===== config.mk =====
export PLATFORM = sky130hd
export DESIGN_NAME = touch_hold_qualifier_unit
export DESIGN_NICKNAME = d
export VERILOG_FILES = /design/src/design/thq_pkg.sv /design/src/design/thq_apb_regs.sv /design/src/design/thq_qualify.sv /design/src/design/touch_hold_qualifier_unit.sv
export VERILOG_INCLUDE_DIRS = /design/src /design/src/design
export SDC_FILE = /design/constraint.sdc
export NUM_CORES = 2
export LEC_CHECK = 0
export ABC_AREA = 1
export BUFFER_PORTS_ARGS = -buffer_cell sky130_fd_sc_hd__buf_2
export CAP_MARGIN = 20
export CORE_ASPECT_RATIO = 0.9
export CORE_MARGIN = 5
export CORE_UTILIZATION = 65
export DETAILED_ROUTE_END_ITERATION = 16
export PLACE_DENSITY = 0.8
export SYNTH_ARGS = -nofsm -noshare
export SYNTH_HDL_FRONTEND = slang
export SYNTH_SLANG_ARGS = --single-unit

===== constraint.sdc =====
create_clock -name aclk -period 13.1 [get_ports aclk]
set_input_delay 2.62 -clock aclk [delete_from_list [all_inputs] [get_ports aclk]]
set_output_delay 2.62 -clock aclk [all_outputs]
set_load 0.05 [all_outputs]

===== src/design/assert_macros.svh =====
// Assertion helpers for the touch-hold qualifier design.
// THQ_ASSERT checks a property on every rising clock edge outside reset.
// THQ_ASSERT_ALWAYS checks a property on every rising clock edge, reset included.
`ifndef ASSERT_MACROS_SVH
`define ASSERT_MACROS_SVH
`ifndef SYNTH
`define THQ_ASSERT(lbl, clk, rst_n, prop) \
    lbl: assert property (@(posedge clk) disable iff (!(rst_n)) (prop)) \
        else $error("assertion failed");
`define THQ_ASSERT_ALWAYS(lbl, clk, prop) \
    lbl: assert property (@(posedge clk) (prop)) \
        else $error("assertion failed");
`else
`define THQ_ASSERT(lbl, clk, rst_n, prop)
`define THQ_ASSERT_ALWAYS(lbl, clk, prop)
`endif
`endif


===== src/design/thq_pkg.sv =====
`timescale 1ns / 1ps

package thq_pkg;

    localparam int BASELINE_REGS    = 5;
    localparam int DEFAULT_CHANNELS = 5;
    localparam int HOLD_BITS        = 12;
    localparam int SAMPLE_W         = 16;
    localparam int TIME_W           = 32;
    localparam int SENS_W           = 9;
    localparam int Q_FRAC           = 8;
    localparam int PROD_W           = SAMPLE_W + SENS_W;
    localparam int THR_W            = PROD_W - Q_FRAC;
    localparam int HOLD_TABLE_W     = BASELINE_REGS * HOLD_BITS;
    localparam int CH_W             = 3;

    localparam int APB_ADDR_W = 6;
    localparam int APB_DATA_W = 64;
    localparam int REG_IDX_W  = 3;

    localparam logic [REG_IDX_W-1:0] REG_BASELINE_FIRST = 3'd0;
    localparam logic [REG_IDX_W-1:0] REG_BASELINE_LAST  = 3'd4;
    localparam logic [REG_IDX_W-1:0] REG_SENS           = 3'd5;
    localparam logic [REG_IDX_W-1:0] REG_HOLD           = 3'd6;

    localparam logic OP_SAMPLE = 1'b0;
    localparam logic OP_REARM  = 1'b1;

    localparam logic [SENS_W-1:0] SENS_RESET = 9'd205;
    // hold times 500, 500, 500, 600, 700 ms, channel 0 lowest
    localparam logic [HOLD_TABLE_W-1:0] HOLD_TABLE_RESET =
        {12'd700, 12'd600, 12'd500, 12'd500, 12'd500};

    typedef struct packed {
        logic [BASELINE_REGS-1:0][SAMPLE_W-1:0] baseline;
        logic [SENS_W-1:0]                      sens_q8;
        logic [HOLD_TABLE_W-1:0]                hold_table;
    } thq_cfg_t;

    typedef struct packed {
        logic                op;
        logic [CH_W-1:0]     ch;
        logic [SAMPLE_W-1:0] sample;
        logic [TIME_W-1:0]   now_ms;
        logic [THR_W-1:0]    thr;
    } thq_item_t;

endpackage


===== src/design/thq_apb_regs.sv =====
`timescale 1ns / 1ps

module thq_apb_regs (
    input  logic                                  aclk,
    input  logic                                  aresetn,
    input  logic                                  wr_en,
    input  logic [thq_pkg::REG_IDX_W-1:0]         reg_idx,
    input  logic [thq_pkg::APB_DATA_W-1:0]        wr_data,
    output logic [thq_pkg::APB_DATA_W-1:0]        rd_data,
    output thq_pkg::thq_cfg_t                     cfg
);

    thq_pkg::thq_cfg_t cfg_reg;

    always_ff @(posedge aclk) begin
        if (!aresetn) begin
            cfg_reg.baseline   <= '0;
            cfg_reg.sens_q8    <= thq_pkg::SENS_RESET;
            cfg_reg.hold_table <= thq_pkg::HOLD_TABLE_RESET;
        end else if (wr_en) begin
            case (reg_idx) inside
                [thq_pkg::REG_BASELINE_FIRST:thq_pkg::REG_BASELINE_LAST]: begin
                    cfg_reg.baseline[reg_idx] <= wr_data[thq_pkg::SAMPLE_W-1:0];
                end
                thq_pkg::REG_SENS: begin
                    cfg_reg.sens_q8 <= wr_data[thq_pkg::SENS_W-1:0];
                end
                thq_pkg::REG_HOLD: begin
                    cfg_reg.hold_table <= wr_data[thq_pkg::HOLD_TABLE_W-1:0];
                end
                default: begin
                end
            endcase
        end
    end

    always_comb begin
        rd_data = '0;
        case (reg_idx) inside
            [thq_pkg::REG_BASELINE_FIRST:thq_pkg::REG_BASELINE_LAST]: begin
                rd_data[thq_pkg::SAMPLE_W-1:0] = cfg_reg.baseline[reg_idx];
            end
            thq_pkg::REG_SENS: begin
                rd_data[thq_pkg::SENS_W-1:0] = cfg_reg.sens_q8;
            end
            thq_pkg::REG_HOLD: begin
                rd_data[thq_pkg::HOLD_TABLE_W-1:0] = cfg_reg.hold_table;
            end
            default: begin
                rd_data = '0;
            end
        endcase
    end

    assign cfg = cfg_reg;

endmodule


===== src/design/thq_qualify.sv =====
`timescale 1ns / 1ps

module thq_qualify #(
    parameter int CHANNELS = thq_pkg::DEFAULT_CHANNELS
) (
    input  logic                                  aclk,
    input  logic                                  aresetn,
    input  logic                                  fire,
    input  thq_pkg::thq_item_t                    item,
    input  logic [thq_pkg::HOLD_TABLE_W-1:0]      hold_table,
    output logic                                  touched_next
);

    localparam int ENTRIES = (CHANNELS < thq_pkg::BASELINE_REGS) ?
                             CHANNELS : thq_pkg::BASELINE_REGS;
    localparam int IDX_W   = (ENTRIES > 1) ? $clog2(ENTRIES) : 1;
    localparam int TW      = thq_pkg::TIME_W;

    logic [ENTRIES-1:0] armed_reg;
    logic [TW-1:0]      last_time_reg [ENTRIES];
    logic [TW-1:0]      held_reg      [ENTRIES];

    logic                          in_range;
    logic [IDX_W-1:0]              idx;
    logic                          cur_armed;
    logic [TW-1:0]                 cur_last;
    logic [TW-1:0]                 cur_held;
    logic [thq_pkg::HOLD_BITS-1:0] hold;
    logic [TW-1:0]                 delta;
    logic [TW:0]                   sum_wide;
    logic [TW-1:0]                 sum_sat;
    logic                          reach;
    logic                          contact;
    logic                          wr_en;
    logic                          armed_next;
    logic [TW-1:0]                 last_next;
    logic [TW-1:0]                 held_next;

    assign in_range = (int'(item.ch) < ENTRIES);
    assign idx      = item.ch[IDX_W-1:0];

    always_comb begin
        cur_armed = armed_reg[idx];
        cur_last  = last_time_reg[idx];
        cur_held  = held_reg[idx];
        hold      = hold_table[thq_pkg::HOLD_BITS*idx +: thq_pkg::HOLD_BITS];
        delta     = item.now_ms - cur_last;
        sum_wide  = {1'b0, cur_held} + {1'b0, delta};
        sum_sat   = sum_wide[TW] ? '1 : sum_wide[TW-1:0];
        reach     = (sum_sat >= {{(TW-thq_pkg::HOLD_BITS){1'b0}}, hold});
        contact   = ({1'b0, item.sample} < item.thr);
    end

    always_comb begin
        armed_next   = cur_armed;
        last_next    = cur_last;
        held_next    = cur_held;
        touched_next = 1'b0;
        if (in_range) begin
            if (item.op == thq_pkg::OP_REARM) begin
                armed_next = 1'b1;
            end else if (contact) begin
                if (cur_armed) begin
                    armed_next = 1'b0;
                    held_next  = '0;
                    last_next  = item.now_ms;
                end else if (reach) begin
                    held_next    = '0;
                    armed_next   = 1'b1;
                    touched_next = 1'b1;
                end else begin
                    held_next = sum_sat;
                    last_next = item.now_ms;
                end
            end else begin
                armed_next = 1'b1;
                held_next  = '0;
                last_next  = item.now_ms;
            end
        end
    end

    assign wr_en = fire && in_range;

    always_ff @(posedge aclk) begin
        if (!aresetn) begin
            armed_reg <= '1;
            for (int i = 0; i < ENTRIES; i++) begin
                last_time_reg[i] <= '0;
                held_reg[i]      <= '0;
            end
        end else if (wr_en) begin
            armed_reg[idx]     <= armed_next;
            last_time_reg[idx] <= last_next;
            held_reg[idx]      <= held_next;
        end
    end

endmodule


===== src/design/touch_hold_qualifier_unit.sv =====
`timescale 1ns / 1ps
// Channel  | Ports             | Payload
// ---------+-------------------+------------------------------------------------
// input    | s_tvalid/s_tready | s_tuser: operation, channel; s_tdata: sample, now_ms
// result   | m_tvalid/m_tready | m_tdata: touched
// config   | APB psel..pready  | baseline_ch0..4, sensitivity_q8, hold_time_table
//
// One item per cycle sustained while m_tready stays high. An accepted item
// reaches m_tvalid through the input register and then the result register.
// The input stage forms the channel threshold (baseline times sensitivity) into
// the input register; the decision stage reads the channel state, decides and
// loads the result register. Back-to-back items on one channel see each other's
// updates. Reset (aresetn low, synchronous) arms every channel and clears times
// and accumulators. A stalled result holds in the output register while one
// more item waits in the input register.

`include "assert_macros.svh"

module touch_hold_qualifier_unit #(
    parameter int CHANNELS = thq_pkg::DEFAULT_CHANNELS
) (
    input  logic                               aclk,
    input  logic                               aresetn,
    // input channel
    input  logic                               s_tvalid,
    output logic                               s_tready,
    input  logic [47:0]                        s_tdata,  // [15:0] sample, [47:16] now_ms
    input  logic [3:0]                         s_tuser,  // [0] operation, [3:1] channel
    // result channel
    output logic                               m_tvalid,
    input  logic                               m_tready,
    output logic [7:0]                         m_tdata,  // [0] touched, [7:1] zero
    // configuration
    input  logic                               psel,
    input  logic                               penable,
    input  logic                               pwrite,
    input  logic [thq_pkg::APB_ADDR_W-1:0]     paddr,
    input  logic [thq_pkg::APB_DATA_W-1:0]     pwdata,
    output logic [thq_pkg::APB_DATA_W-1:0]     prdata,
    output logic                               pready
);

    localparam int ENTRIES = (CHANNELS < thq_pkg::BASELINE_REGS) ?
                             CHANNELS : thq_pkg::BASELINE_REGS;

    thq_pkg::thq_cfg_t  cfg;
    thq_pkg::thq_item_t item_reg;
    thq_pkg::thq_item_t item_next;

    logic                          in_valid_reg;
    logic                          out_valid_reg;
    logic                          out_touched_reg;
    logic                          touched_next;
    logic                          advance;
    logic                          fire;
    logic                          s_accept;
    logic [thq_pkg::SAMPLE_W-1:0]  base_sel;
    logic [thq_pkg::PROD_W-1:0]    prod;
    logic [thq_pkg::CH_W-1:0]      s_ch;

    // Configuration port: no wait states.
    assign pready = 1'b1;

    thq_apb_regs u_regs (
        .aclk    (aclk),
        .aresetn (aresetn),
        .wr_en   (psel && penable && pwrite),
        .reg_idx (paddr[thq_pkg::APB_ADDR_W-1:3]),
        .wr_data (pwdata),
        .rd_data (prdata),
        .cfg     (cfg)
    );

    // Advance the decision stage whenever the result register is free or drains.
    assign advance  = !out_valid_reg || m_tready;
    assign fire     = in_valid_reg && advance;
    assign s_tready = !in_valid_reg || advance;
    assign s_accept = s_tvalid && s_tready;

    // Threshold: baseline times Q1.8 sensitivity, truncate the fraction.
    // Channels without a baseline register get zero here; the decision stage
    // keeps no state for them and reports no touch.
    assign s_ch     = s_tuser[3:1];
    assign base_sel = (int'(s_ch) < thq_pkg::BASELINE_REGS) ? cfg.baseline[s_ch] : '0;
    assign prod     = {{thq_pkg::SENS_W{1'b0}}, base_sel} *
                      {{thq_pkg::SAMPLE_W{1'b0}}, cfg.sens_q8};

    always_comb begin
        item_next.op     = s_tuser[0];
        item_next.ch     = s_ch;
        item_next.sample = s_tdata[15:0];
        item_next.now_ms = s_tdata[47:16];
        item_next.thr    = prod[thq_pkg::PROD_W-1:thq_pkg::Q_FRAC];
    end

    // Input register: load on accept, drop once handed to the decision stage.
    always_ff @(posedge aclk) begin
        if (!aresetn) begin
            in_valid_reg <= 1'b0;
        end else if (s_accept) begin
            in_valid_reg <= 1'b1;
        end else if (fire) begin
            in_valid_reg <= 1'b0;
        end
    end

    always_ff @(posedge aclk) begin
        if (s_accept) begin
            item_reg <= item_next;
        end
    end

    thq_qualify #(
        .CHANNELS (CHANNELS)
    ) u_qualify (
        .aclk         (aclk),
        .aresetn      (aresetn),
        .fire         (fire),
        .item         (item_reg),
        .hold_table   (cfg.hold_table),
        .touched_next (touched_next)
    );

    // Result register: hold while the sink stalls.
    always_ff @(posedge aclk) begin
        if (!aresetn) begin
            out_valid_reg <= 1'b0;
        end else if (advance) begin
            out_valid_reg <= in_valid_reg;
        end
    end

    always_ff @(posedge aclk) begin
        if (fire) begin
            out_touched_reg <= touched_next;
        end
    end

    assign m_tvalid = out_valid_reg;
    assign m_tdata  = {7'd0, out_touched_reg};

    // An empty result register never blocks the input side.
    `THQ_ASSERT(a_ready_when_empty, aclk, aresetn, !out_valid_reg |-> s_tready)
    // An item handed on shows up as a result in the next cycle.
    `THQ_ASSERT(a_fire_gives_result, aclk, aresetn, fire |=> out_valid_reg)
    // A report only comes from a sample on a channel that exists.
    `THQ_ASSERT(a_touch_only_sample, aclk, aresetn,
        touched_next |-> (item_reg.op == thq_pkg::OP_SAMPLE && int'(item_reg.ch) < ENTRIES))

endmodule

==> impl_metrics.tcl <==
set metrics [dict create \
    avgViaCountPerCell 5.754 \
    holdWs_ns 0.4728 \
    start_kind "flip-flop" \
    grt_start_max_net_pins 115 \
    crit_top_cell "nand2_1" \
    yosysTopAreaCellShare 0.4182 \
    crit_family "simple AND/OR/NAND/NOR gates" \
    die_w_um 277.3 \
    n_antenna_cell 0 \
    cp.required_ns 13.58 \
    rows 88 \
    timing.fmax_mhz 99.47 \
    powerDensity_mw_per_mm2 157.1 \
    port-buffer-count 184 \
    cp_max_fo 78 \
    drive_gt1_frac 0.1258 \
    dp.cells 5783 \
    fin_cells 5925 \
    h-tree-depth 3 \
    cts.path.max_buffers 3 \
    yosys_most_used_dff "edfxtp_1" \
    routedWlPerCell_um 18.60 \
    cts.reportedPaths.clkPinSlew_ns 0.07 \
    cts_tree "built" \
    vdd_drop_max_mv 0.09558 \
    cts_hold_buf 0 \
    cp_slowest_cell "buf_4" \
    max-cap-violations 0 \
    hold_depth 2 \
    dp_hpwl_um 70510 \
    yosysTopAreaCell "edfxtp_1" \
    synth.yosys.seq_area_share 0.4943 \
    tightest_slew_ns 1.178 \
    yosys_warnings 0 \
    ant_nets 0 \
    ys_top_cells_by_area "edfxtp_1, dfxtp_1, nand2_1" \
    grt_pass1_wl_um 173900 \
    mappedNetlistArea_mm2 0.04179 \
    finalHoldViolCount 0 \
    hold_start "u_regs.cfg[135]" \
    r2r-end "u_qualify.last_time_reg[3][8]" \
    grt-ovfl-total 0 \
    cts_sinks 741 \
    rsz0062_at_grt "no" \
    final.setup.tns_ns 0 \
    path_buf_inv 6 \
    r2r_cells 45 \
    ys_async_sr_fraction 0 \
    worstPathArrival_ns 10.54 \
    drtIter0Drc 4176 \
    timing_worst_setup_path_type "reg2reg" \
    p_leak_nw 20.11 \
    syn_area_per_cell_um2 8.819 \
    synth_edf_count 582 \
    crit_path_end_kind "flip-flop" \
    min_to "u_regs.cfg[135]" \
    pin_count 204 \
    power_mw 7.299 \
    synth_cells 4739 \
    outcome "finished, final reports clean" \
    setup_viol 0 \
    first_global_vias 33030 \
    start_util 0.6544 \
    antenna_found_initial 1 \
    ys_types 53 \
    area_growth_syn_to_layout_pct 11.20 \
    clk-insertion-delay-late_ns 0.64 \
    nNetsFinal 5367 \
    cpPeakStageDelay_ns 0.70 \
    min_period_ns 10.05 \
    fin_worst_skew_ns 0.03133 \
    gp_congestion 0.9839 \
    fp.dieH_um 250.6 \
    hp-class "reg2reg" \
    final_core_util 0.7277 \
    cts_resized 0 \
    r2r_setup_slack_ns 3.05 \
    gr-usage-all-layers 0.3108 \
    design.core.area_mm2 0.06386 \
    synth_seq_cells 741 \
    drt_wl_total_um 110200 \
    ys_top_cells_by_count "nand2_1, nor2_1, edfxtp_1" \
    postCtsSetupRepairBufs 0 \
    root_buffer "clkbuf_16" \
    remaining_drc_errors 0 \
    dieArea_mm2 0.06948 \
    synth_most_common_cell "nand2_1" \
    vias 34090 \
    dr.pass1.iters 6 \
    timing.final.crit_share 0.7674 \
    drv_slew 0 \
    numCtsBuffers 76 \
    maxSlewHeadroom 0.2149 \
]
==> layout by cell type (no fill, tap or decap), drive strengths merged, types with 4 or more instances in the layout <==
cell	count
a21o	5
nor3	22
o21a	5
clkinv	32
edfxtp	582
xor2	44
nor4	4
dfxtp	159
or2	9
o31ai	6
o2111ai	17
fa	100
o211ai	16
o22ai	136
xnor2	12
clkbuf	108
a31oi	21
o21bai	7
ha	131
a221oi	18
nand4	15
a22oi	13
bufinv	6
buf	228
nand2	818
inv	588
o21ai	473
nor2	868
conb	204
nand3	136
a21oi	266
==> layout make-up <==
type | instances | area, um^2
Clock inverter | 33 | 347.8
Timing Repair Buffer | 228 | 1274
Tap cell | 855 | 1070
Fill cell | 4764 | 17390
Sequential cell | 741 | 20670
Clock buffer | 108 | 2188
Inverter | 596 | 2252
Multi-Input combinational cell | 3364 | 18670
==> worst max-delay path by stage <==
| stage | depth (start not counted) | from | to |
|---|---|---|---|
| 2_1_floorplan | 24 | s_tuser[1] | item_reg[15] |
| 4_1_cts | 45 | flip-flop | u_qualify.last_time_reg[0][31] |
| 6_report | 45 | flip-flop | u_qualify.last_time_reg[3][8] |
| 3_3_place_gp | 47 | flip-flop | u_qualify.last_time_reg[3][31] |
| 5_1_grt | 47 | flip-flop | u_qualify.last_time_reg[3][0] |
| 3_5_place_dp | 45 | flip-flop | u_qualify.last_time_reg[0][31] |
==> logic make-up after synthesis <==
kind of cell               Yosys count  synth area share
AOI/OAI and AO/OA                  994            0.1314
xor gates and xnor gates            56           0.01174
adders and majority gates          231           0.08712
buffers and inverters              836           0.07820
DFF                                741            0.4943
other                                2         0.0001797
and+or+nand+nor                   1879            0.1970
==> through the flow <==
step,area [um^2],setup slack [ns]
final,46470,3.047
after floorplan,42550,5.625
after global routing,46470,2.258
after detailed placement,43910,3.336
after global placement,43910,3.492
after CTS,46450,3.292
==> tightest hold or removal path, stage by stage, from the launching register on <==
cell and delay [ns]:
dfxtp_1 0.30, inv_1 0.07, a21oi_1 0.06
==> power by group <==
part	leakage, nW	switching, mW	total [mW]	internal, mW
Combinational	11.7	1.57	2.31	0.740
Clock	1.24	0.905	2.19	1.29
Sequential	7.21	0.0552	2.80	2.74
Total	20.1	2.53	7.30	4.77
==> routing by layer <==
layer / vias to the layer above / track usage / part of all wire
met3: 287 / 0.05098 / 0.10
li1: 16070 / - / -
met4: 2 / 0.1184 / 0.040
met2: 1846 / 0.5059 / 0.46
met5: - / 0 / 0.000064
met1: 15890 / 0.4251 / 0.40
(Power assumes the default switching activity.)
